===== src/rtl/clp_pkg.sv =====
`default_nettype none

package clp_pkg;

    typedef enum logic [2:0] {
        LM_BETWEEN = 3'd0,
        LM_COMMENT = 3'd1,
        LM_IDENT   = 3'd2,
        LM_NUMBER  = 3'd3,
        LM_STR_NEW = 3'd4,
        LM_STR_IN  = 3'd5
    } lex_mode_t;

    typedef enum logic [2:0] {
        GS_LINE  = 3'd0,
        GS_NAME  = 3'd1,
        GS_EQ    = 3'd2,
        GS_VALUE = 3'd3,
        GS_COMMA = 3'd4,
        GS_ATTR  = 3'd5
    } gram_state_t;

    typedef enum logic [2:0] {
        ERR_NONE   = 3'd0,
        ERR_CHAR   = 3'd1,
        ERR_STRING = 3'd2,
        ERR_TOKEN  = 3'd3,
        ERR_RECORD = 3'd4
    } err_code_t;

    typedef enum logic [2:0] {
        ROLE_SKIP  = 3'd0,
        ROLE_NAME  = 3'd1,
        ROLE_VALUE = 3'd2,
        ROLE_ATTR  = 3'd3,
        ROLE_END   = 3'd4
    } role_t;

    typedef enum logic [3:0] {
        CC_SPACE   = 4'd0,
        CC_SEMI    = 4'd1,
        CC_NEWLINE = 4'd2,
        CC_EQ      = 4'd3,
        CC_COMMA   = 4'd4,
        CC_QUOTE   = 4'd5,
        CC_IDENT   = 4'd6,
        CC_DIGIT   = 4'd7,
        CC_BAD     = 4'd8
    } char_class_t;

    localparam logic [7:0] CH_SPACE  = 8'h20;
    localparam logic [7:0] CH_TAB    = 8'h09;
    localparam logic [7:0] CH_CR     = 8'h0d;
    localparam logic [7:0] CH_LF     = 8'h0a;
    localparam logic [7:0] CH_SEMI   = 8'h3b;
    localparam logic [7:0] CH_EQ     = 8'h3d;
    localparam logic [7:0] CH_COMMA  = 8'h2c;
    localparam logic [7:0] CH_DQUOTE = 8'h22;
    localparam logic [7:0] CH_SQUOTE = 8'h27;
    localparam logic [7:0] CH_BSLASH = 8'h5c;
    localparam logic [7:0] CH_DASH   = 8'h2d;
    localparam logic [7:0] CH_USCORE = 8'h5f;
    localparam logic [7:0] CH_AT     = 8'h40;
    localparam logic [7:0] CH_DOT    = 8'h2e;
    localparam logic [7:0] CH_0      = 8'h30;
    localparam logic [7:0] CH_9      = 8'h39;
    localparam logic [7:0] CH_LA     = 8'h61;
    localparam logic [7:0] CH_LZ     = 8'h7a;
    localparam logic [7:0] CH_UA     = 8'h41;
    localparam logic [7:0] CH_UZ     = 8'h5a;

    typedef struct packed {
        logic [7:0]  data;
        logic        last;
        char_class_t cls;
    } clp_word_t;

endpackage

`default_nettype wire


===== src/rtl/config_line_lexer_parser.sv =====
// Configuration line lexer and parser.
// Input channel (in_valid/in_ready) takes one text byte per word with a
// last_byte flag; output channel (out_valid/out_ready) gives one result word
// per byte: echoed byte, content flag, role, token start, default-value flag
// on record end, sticky error code and done flag on the last byte.
// The front classifies each byte and writes it into a small queue of
// QUEUE_DEPTH words; the back runs the lexer and grammar state machine on
// the queue head and holds the result in an output register.
// An accepted byte goes into the queue; the back pops the queue head and
// registers its result in the output register. Throughput: one byte per
// cycle without stalls, set by the back's single state update per cycle.
// When the receiver stalls the output register holds, the queue fills and
// in_ready drops once QUEUE_DEPTH words are waiting.
// Reset empties the queue and output register and returns the parser to
// line start with no error; a last byte does the same after its result.
`default_nettype none

module config_line_lexer_parser
    import clp_pkg::*;
#(
    parameter int QUEUE_DEPTH = 4
)
(
    input  wire logic       clk,
    input  wire logic       rst_n,
    input  wire logic       in_valid,
    output logic            in_ready,
    input  wire logic [7:0] byte_in,
    input  wire logic       last_byte,
    output logic            out_valid,
    input  wire logic       out_ready,
    output logic [7:0]      char_out,
    output logic            char_valid,
    output logic [2:0]      role,
    output logic            token_start,
    output logic            default_value,
    output logic [2:0]      error_code,
    output logic            done_res
);

    clp_word_t in_word;
    clp_word_t head_word;
    logic      q_full, q_not_empty, q_pop, q_push;

    assign in_ready = !q_full;
    assign q_push   = in_valid && !q_full;

    clp_front u_front (
        .byte_in   (byte_in),
        .last_byte (last_byte),
        .word      (in_word)
    );

    clp_queue #(
        .DEPTH (QUEUE_DEPTH)
    ) u_queue (
        .clk       (clk),
        .rst_n     (rst_n),
        .push      (q_push),
        .push_word (in_word),
        .full      (q_full),
        .pop       (q_pop),
        .not_empty (q_not_empty),
        .head_word (head_word)
    );

    clp_back u_back (
        .clk           (clk),
        .rst_n         (rst_n),
        .head_valid    (q_not_empty),
        .head_word     (head_word),
        .pop           (q_pop),
        .out_valid     (out_valid),
        .out_ready     (out_ready),
        .char_out      (char_out),
        .char_valid    (char_valid),
        .role          (role),
        .token_start   (token_start),
        .default_value (default_value),
        .error_code    (error_code),
        .done_res      (done_res)
    );

endmodule

`default_nettype wire


===== src/rtl/clp_front.sv =====
`default_nettype none

module clp_front
    import clp_pkg::*;
(
    input  wire logic [7:0] byte_in,
    input  wire logic       last_byte,
    output clp_word_t       word
);

    function automatic char_class_t classify(input logic [7:0] c);
        char_class_t k;
        if (c == CH_SPACE || c == CH_TAB || c == CH_CR)
            k = CC_SPACE;
        else if (c == CH_SEMI)
            k = CC_SEMI;
        else if (c == CH_LF)
            k = CC_NEWLINE;
        else if (c == CH_EQ)
            k = CC_EQ;
        else if (c == CH_COMMA)
            k = CC_COMMA;
        else if (c == CH_DQUOTE || c == CH_SQUOTE)
            k = CC_QUOTE;
        else if ((c >= CH_LA && c <= CH_LZ) || (c >= CH_UA && c <= CH_UZ) ||
                 c == CH_BSLASH || c == CH_DASH || c == CH_USCORE ||
                 c == CH_AT || c == CH_DOT)
            k = CC_IDENT;
        else if (c >= CH_0 && c <= CH_9)
            k = CC_DIGIT;
        else
            k = CC_BAD;
        return k;
    endfunction

    always_comb
    begin
        word.data = byte_in;
        word.last = last_byte;
        word.cls  = classify(byte_in);
    end

endmodule

`default_nettype wire


===== src/rtl/clp_queue.sv =====
`default_nettype none

module clp_queue
    import clp_pkg::*;
#(
    parameter int DEPTH = 4
)
(
    input  wire logic      clk,
    input  wire logic      rst_n,
    input  wire logic      push,
    input  clp_word_t      push_word,
    output logic           full,
    input  wire logic      pop,
    output logic           not_empty,
    output clp_word_t      head_word
);

    localparam int AW = (DEPTH > 1) ? $clog2(DEPTH) : 1;
    localparam int CW = $clog2(DEPTH + 1);
    localparam logic [AW-1:0] LAST_PTR = AW'(DEPTH - 1);
    localparam logic [CW-1:0] FULL_CNT = CW'(DEPTH);

    clp_word_t       mem_reg [DEPTH];
    logic [AW-1:0]   wr_ptr_reg, wr_ptr_next;
    logic [AW-1:0]   rd_ptr_reg, rd_ptr_next;
    logic [CW-1:0]   count_reg, count_next;

    assign full      = (count_reg == FULL_CNT);
    assign not_empty = (count_reg != '0);
    assign head_word = mem_reg[rd_ptr_reg];

    always_comb
    begin
        wr_ptr_next = wr_ptr_reg;
        rd_ptr_next = rd_ptr_reg;
        count_next  = count_reg;
        if (push)
            wr_ptr_next = (wr_ptr_reg == LAST_PTR) ? '0 : wr_ptr_reg + 1'b1;
        if (pop)
            rd_ptr_next = (rd_ptr_reg == LAST_PTR) ? '0 : rd_ptr_reg + 1'b1;
        if (push && !pop)
            count_next = count_reg + 1'b1;
        else if (pop && !push)
            count_next = count_reg - 1'b1;
    end

    always_ff @(posedge clk or negedge rst_n)
    begin
        if (!rst_n)
        begin
            wr_ptr_reg <= '0;
            rd_ptr_reg <= '0;
            count_reg  <= '0;
        end
        else
        begin
            wr_ptr_reg <= wr_ptr_next;
            rd_ptr_reg <= rd_ptr_next;
            count_reg  <= count_next;
        end
    end

    always_ff @(posedge clk)
    begin
        if (push)
            mem_reg[wr_ptr_reg] <= push_word;
    end

endmodule

`default_nettype wire


===== src/rtl/clp_back.sv =====
`default_nettype none

module clp_back
    import clp_pkg::*;
(
    input  wire logic       clk,
    input  wire logic       rst_n,
    input  wire logic       head_valid,
    input  clp_word_t       head_word,
    output logic            pop,
    output logic            out_valid,
    input  wire logic       out_ready,
    output logic [7:0]      char_out,
    output logic            char_valid,
    output logic [2:0]      role,
    output logic            token_start,
    output logic            default_value,
    output logic [2:0]      error_code,
    output logic            done_res
);

    lex_mode_t   lex_reg, lex_next;
    logic [7:0]  quote_reg, quote_next;
    gram_state_t gram_reg, gram_next;
    logic        vseen_reg, vseen_next;
    err_code_t   err_reg, err_next;

    logic        out_valid_reg;
    logic [7:0]  char_reg;
    logic        cvalid_reg;
    role_t       role_reg;
    logic        start_reg;
    logic        dflt_reg;
    err_code_t   ecode_reg;
    logic        done_reg;

    logic        t_valid, t_start, t_dflt, fresh, open_ok;
    role_t       t_role;
    err_code_t   t_err;
    gram_state_t open_gram;
    logic [7:0]  c;
    char_class_t cls;

    function automatic role_t role_of(input gram_state_t g);
        role_t r;
        unique case (g)
            GS_NAME:  r = ROLE_NAME;
            GS_VALUE: r = ROLE_VALUE;
            GS_ATTR:  r = ROLE_ATTR;
            default:  r = ROLE_SKIP;
        endcase
        return r;
    endfunction

    assign pop = head_valid && (!out_valid_reg || out_ready);
    assign c   = head_word.data;
    assign cls = head_word.cls;

    // grammar move for a token opening at this byte
    always_comb
    begin
        open_ok   = 1'b1;
        open_gram = gram_reg;
        unique case (gram_reg)
            GS_LINE:
            begin
                open_gram = GS_NAME;
                open_ok   = (cls != CC_DIGIT);
            end
            GS_EQ:    open_gram = GS_VALUE;
            GS_COMMA: open_gram = GS_ATTR;
            default:  open_ok = 1'b0;
        endcase
    end

    always_comb
    begin
        lex_next   = lex_reg;
        quote_next = quote_reg;
        gram_next  = gram_reg;
        vseen_next = vseen_reg;
        err_next   = err_reg;
        t_valid    = 1'b0;
        t_role     = ROLE_SKIP;
        t_start    = 1'b0;
        t_dflt     = 1'b0;
        t_err      = ERR_NONE;
        fresh      = 1'b0;

        if (err_reg == ERR_NONE)
        begin
            if (lex_reg == LM_STR_NEW || lex_reg == LM_STR_IN)
            begin
                t_role = role_of(gram_reg);
                if (c == quote_reg)
                    lex_next = LM_BETWEEN;
                else if (lex_reg == LM_STR_NEW && gram_reg == GS_NAME && cls == CC_DIGIT)
                    t_err = ERR_TOKEN;
                else
                begin
                    lex_next = LM_STR_IN;
                    t_valid  = 1'b1;
                end
            end
            else
            begin
                unique case (lex_reg)
                    LM_COMMENT: fresh = (cls == CC_NEWLINE);
                    LM_IDENT:
                    begin
                        if (cls == CC_IDENT || cls == CC_DIGIT)
                        begin
                            t_role  = role_of(gram_reg);
                            t_valid = 1'b1;
                        end
                        else
                            fresh = 1'b1;
                    end
                    LM_NUMBER:
                    begin
                        if (cls == CC_DIGIT)
                        begin
                            t_role  = role_of(gram_reg);
                            t_valid = 1'b1;
                        end
                        else
                            fresh = 1'b1;
                    end
                    default: fresh = 1'b1;
                endcase

                if (fresh)
                begin
                    lex_next = LM_BETWEEN;
                    case (cls)
                        CC_SPACE: ;
                        CC_SEMI:  lex_next = LM_COMMENT;
                        CC_NEWLINE:
                        begin
                            if (gram_reg == GS_EQ || gram_reg == GS_COMMA)
                                t_err = ERR_TOKEN;
                            else if (gram_reg != GS_LINE)
                            begin
                                t_role     = ROLE_END;
                                t_dflt     = !vseen_reg;
                                gram_next  = GS_LINE;
                                vseen_next = 1'b0;
                            end
                        end
                        CC_EQ:
                        begin
                            if (gram_reg != GS_NAME)
                                t_err = ERR_TOKEN;
                            else
                            begin
                                gram_next  = GS_EQ;
                                vseen_next = 1'b1;
                            end
                        end
                        CC_COMMA:
                        begin
                            if (gram_reg == GS_NAME || gram_reg == GS_VALUE ||
                                gram_reg == GS_ATTR)
                                gram_next = GS_COMMA;
                            else
                                t_err = ERR_TOKEN;
                        end
                        CC_QUOTE, CC_IDENT, CC_DIGIT:
                        begin
                            if (!open_ok)
                                t_err = ERR_TOKEN;
                            else
                            begin
                                gram_next = open_gram;
                                t_role    = role_of(open_gram);
                                t_start   = 1'b1;
                                if (cls == CC_QUOTE)
                                begin
                                    quote_next = c;
                                    lex_next   = LM_STR_NEW;
                                end
                                else
                                begin
                                    lex_next = (cls == CC_IDENT) ? LM_IDENT : LM_NUMBER;
                                    t_valid  = 1'b1;
                                end
                            end
                        end
                        default: t_err = ERR_CHAR;
                    endcase
                end
            end

            if (t_err != ERR_NONE)
            begin
                err_next = t_err;
                t_valid  = 1'b0;
                t_role   = ROLE_SKIP;
                t_start  = 1'b0;
                t_dflt   = 1'b0;
            end
        end

        if (head_word.last && err_next == ERR_NONE)
        begin
            if (lex_next == LM_STR_NEW || lex_next == LM_STR_IN)
                err_next = ERR_STRING;
            else if (gram_next != GS_LINE)
                err_next = ERR_RECORD;
        end
    end

    always_ff @(posedge clk or negedge rst_n)
    begin
        if (!rst_n)
        begin
            lex_reg       <= LM_BETWEEN;
            quote_reg     <= '0;
            gram_reg      <= GS_LINE;
            vseen_reg     <= 1'b0;
            err_reg       <= ERR_NONE;
            out_valid_reg <= 1'b0;
        end
        else
        begin
            if (pop)
            begin
                if (head_word.last)
                begin
                    lex_reg   <= LM_BETWEEN;
                    quote_reg <= '0;
                    gram_reg  <= GS_LINE;
                    vseen_reg <= 1'b0;
                    err_reg   <= ERR_NONE;
                end
                else
                begin
                    lex_reg   <= lex_next;
                    quote_reg <= quote_next;
                    gram_reg  <= gram_next;
                    vseen_reg <= vseen_next;
                    err_reg   <= err_next;
                end
                out_valid_reg <= 1'b1;
            end
            else if (out_ready)
                out_valid_reg <= 1'b0;
        end
    end

    always_ff @(posedge clk)
    begin
        if (pop)
        begin
            char_reg   <= c;
            cvalid_reg <= t_valid;
            role_reg   <= t_role;
            start_reg  <= t_start;
            dflt_reg   <= t_dflt;
            ecode_reg  <= err_next;
            done_reg   <= head_word.last;
        end
    end

    assign out_valid     = out_valid_reg;
    assign char_out      = char_reg;
    assign char_valid    = cvalid_reg;
    assign role          = role_reg;
    assign token_start   = start_reg;
    assign default_value = dflt_reg;
    assign error_code    = ecode_reg;
    assign done_res      = done_reg;

endmodule

`default_nettype wire

===== config.mk =====
export PLATFORM = sky130hd
export DESIGN_NAME = config_line_lexer_parser
export DESIGN_NICKNAME = d
export VERILOG_FILES = /design/src/rtl/clp_pkg.sv /design/src/rtl/config_line_lexer_parser.sv /design/src/rtl/clp_front.sv /design/src/rtl/clp_queue.sv /design/src/rtl/clp_back.sv
export SDC_FILE = /design/constraint.sdc
export NUM_CORES = 1
export LEC_CHECK = 0
export CAP_MARGIN = 20
export CORE_UTILIZATION = 65
export DETAILED_ROUTE_END_ITERATION = 10
export DONT_BUFFER_PORTS = 1
export HOLD_SLACK_MARGIN = 0.05
export PLACE_DENSITY_LB_ADDON = 0.15
export RECOVER_POWER = 50
export REMOVE_ABC_BUFFERS = 1
export SYNTH_ARGS = -nofsm -noshare
export SYNTH_HDL_FRONTEND = slang
export SYNTH_HIERARCHICAL = 1
export SYNTH_SLANG_ARGS = --single-unit

===== constraint.sdc =====
create_clock -name clk -period 6.72 [get_ports clk]
set_input_delay 1.344 -clock clk [delete_from_list [all_inputs] [get_ports clk]]
set_output_delay 1.344 -clock clk [all_outputs]
set_load 0.02 [all_outputs]

==> results.yml <==
timing:
  setup_viol: 0
  fmax_ghz: 0.276
  min_period_over_period: 0.540
  worstMarginPinSlew_ns: 1.43
  hold_viol_final: 0
  slew_violations: 0
  tns_ns: 0
  postLayoutSetupSlackWorst_ns: 3.09
  rsz0062_at_grt: "false"
  period_needed_ns: 3.63
  worst_clock_skew_ns: 0.00970
  slew_headroom: 0.0438
synth:
  ys_top_cells_by_area: "edfxtp_1, dfrtp_1, mux4_2"
  synthDominantCellAreaShare: 0.440
  post-synth-top-count-cell: "edfxtp_1"
  yosys.area.top_type: "edfxtp_1"
  yosys_warnings: 6
  synth-seq-cells: 96
  ys_types: 75
  syn_inst: 365
  ys_seq_area_frac: 0.576
  async_reset_ff_frac: 0.271
  netlist_area_um2: 4780
  synth_flop_cell: "edfxtp_1"
  ys_top_cells_by_count: "edfxtp_1, dfrtp_1, nand2_1, nor2_1"
  avgSynthCellArea_um2: 13.1
  synth-edff-count: 70
finish:
  nets: 369
  largest_reg_flops: 52
  n_fill_cell: 467
  finalInstanceArea_um2: 4900
  drive_above_1_share: 0.119
  antenna_cells: 0
  syn_to_final_growth_pct: 2.67
cts:
  clkTransAtPathRegs_ns: 0.10
  postCtsHoldBufs: 0
  cts_tree: "done"
  clk_latency_ns: 0.36
  cts_buffer_depth: 2
  post-cts-setup-buffers: 0
  cts_made_buffers: 9
  cts.sinks: 96
  cts_root_buf: "clkbuf_8"
  htree_levels: 3
  post_cts_resized: 0
drt:
  via_per_inst: 6.42
  wl_met1_um: 3700
  first_iter_violations: 206
  ant_nets: 0
  via_count: 2888
  routedWlPerCell_um: 18.3
  wl_met2_um: 3920
  drcViolationCount: 0
  top_layer: "met4"
  drt-total-wl_um: 8230
  drt_first_pass_iters: 5
  wl_met3_um: 392
pwr:
  power_w: 0.00214
  vdd_drop_max_v: 0.000222
  p_per_area_nw_per_um2: 437
  p_leak_nw: 1.76
die:
  start_util: 0.688
  io_pins: 33
  dieArea_um2: 7690
  die_h_um: 87.7
  die_w_um: 87.7
  num_rows: 30
  core_area_um2: 6940
worst_setup_path:
  critical_path_class: "flop to flop"
  timing.rr.start: "u_queue/rd_ptr_reg[0]$_DFFE_PN0P_"
  crit_required_ns: 6.84
  arrival_ns: 3.75
  critPathLaunchType: "flop"
  crit_start: "u_queue/rd_ptr_reg[0]$_DFFE_PN0P_"
  cp_max_fo: 16
  cp-end-kind: "flop"
place:
  preCtsSetupSlack_ns: 3.08
  place_congestion: 0.898
  place_area_um2: 4690
  port_buffers: 0
  place_hpwl_um: 5670
worst_hold_path:
  min_path_type: "flop to flop"
  min_from: "u_queue/count_reg[2]$_DFFE_PN0P_"
global_route:
  grt_pass1_vias: 2756
  grt_pass1_wl_um: 13700
  gr-usage-all-layers: 0.239
  grt-ovfl-total: 0
  grt_max_degree: 28
  antenna_found_initial: 0
outcome:
  status: "finished, final reports clean"
job:
  cap_viol_max_count: 0
where the power goes:
part / switching, W / total, W / internal [W]
Sequential: 0.000176 / 0.00101 / 0.000831
Clock: 0.000222 / 0.000393 / 0.000170
Combinational: 0.000445 / 0.000744 / 0.000299
Total: 0.000844 / 0.00214 / 0.00130
layout make-up:
class                   count  area, um2  area share
clock buffers              10        149      0.0304
clock inverters             6       66.3      0.0135
inverters                  13       48.8     0.00995
multi-input cells         228       1760       0.360
flip-flops and latches     96       2750       0.561
well taps                  96        120      0.0245
repair buffers              1       3.75    0.000766
per-layer routing:
layer  global-route usage  up-vias
li1                     -     1355
met1                0.334     1418
met2                0.367       95
met3               0.0386       20
met4                0.121        0
met5                    0        -
worst max-delay path, cell delays in order (launching register included):
cell	delay [ns]
dfrtp_1	0.90
mux4_2	0.75
or3b_1	0.50
a211oi_2	0.30
or3b_1	0.39
a32oi_2	0.18
nand3b_1	0.12
a41o_1	0.24
cells by family after synthesis:
| logic type | synth area share |
|---|---|
| xor+xnor | 0.0257 |
| mux | 0.0765 |
| flops | 0.576 |
| buf+inv | 0.0545 |
| fa+ha+maj | 0.0199 |
| compound gates | 0.112 |
| simple gates | 0.135 |
worst paths after layout:
check	slack [ns]	depth (start not counted)	endpoint
worst max-delay path	3.09	7	u_back/error_code[2]$_DFFE_PP_
worst min-delay path	0.48	1	u_queue/count_reg[2]$_DFFE_PN0P_
worst max register to register	3.09	7	u_back/error_code[2]$_DFFE_PP_
worst min register to register	0.48	1	u_queue/count_reg[2]$_DFFE_PN0P_
max in group asynchronous	5.98	0	u_back/out_valid$_DFFE_PN0P_
min in group asynchronous	0.66	0	u_back/quote_reg[6]$_DFFE_PN0P_
through the flow:
step                hold WS, ns  utilization  cells
finish                    0.484        0.706    450
floorplan                 0.449            -    337
CTS                       0.490        0.707    450
global placement          0.470        0.676    434
global route              0.506        0.706    450
detailed placement        0.476        0.676    434
layout by cell type, fill, tap and decap left out, drive strengths merged, types with 4 or more instances in the layout:
cell,instances
or2,4
nand3,4
nor3,11
mux4,13
and2,7
dfrtp,26
nand2b,9
nand2,25
a22o,10
inv,16
nor4,8
nor2b,5
edfxtp,70
a21oi,15
clkbuf,11
ha,6
nor2,16
o211ai,5
or3,6
xor2,11
o21ai,18
(Power assumes the default switching activity.)
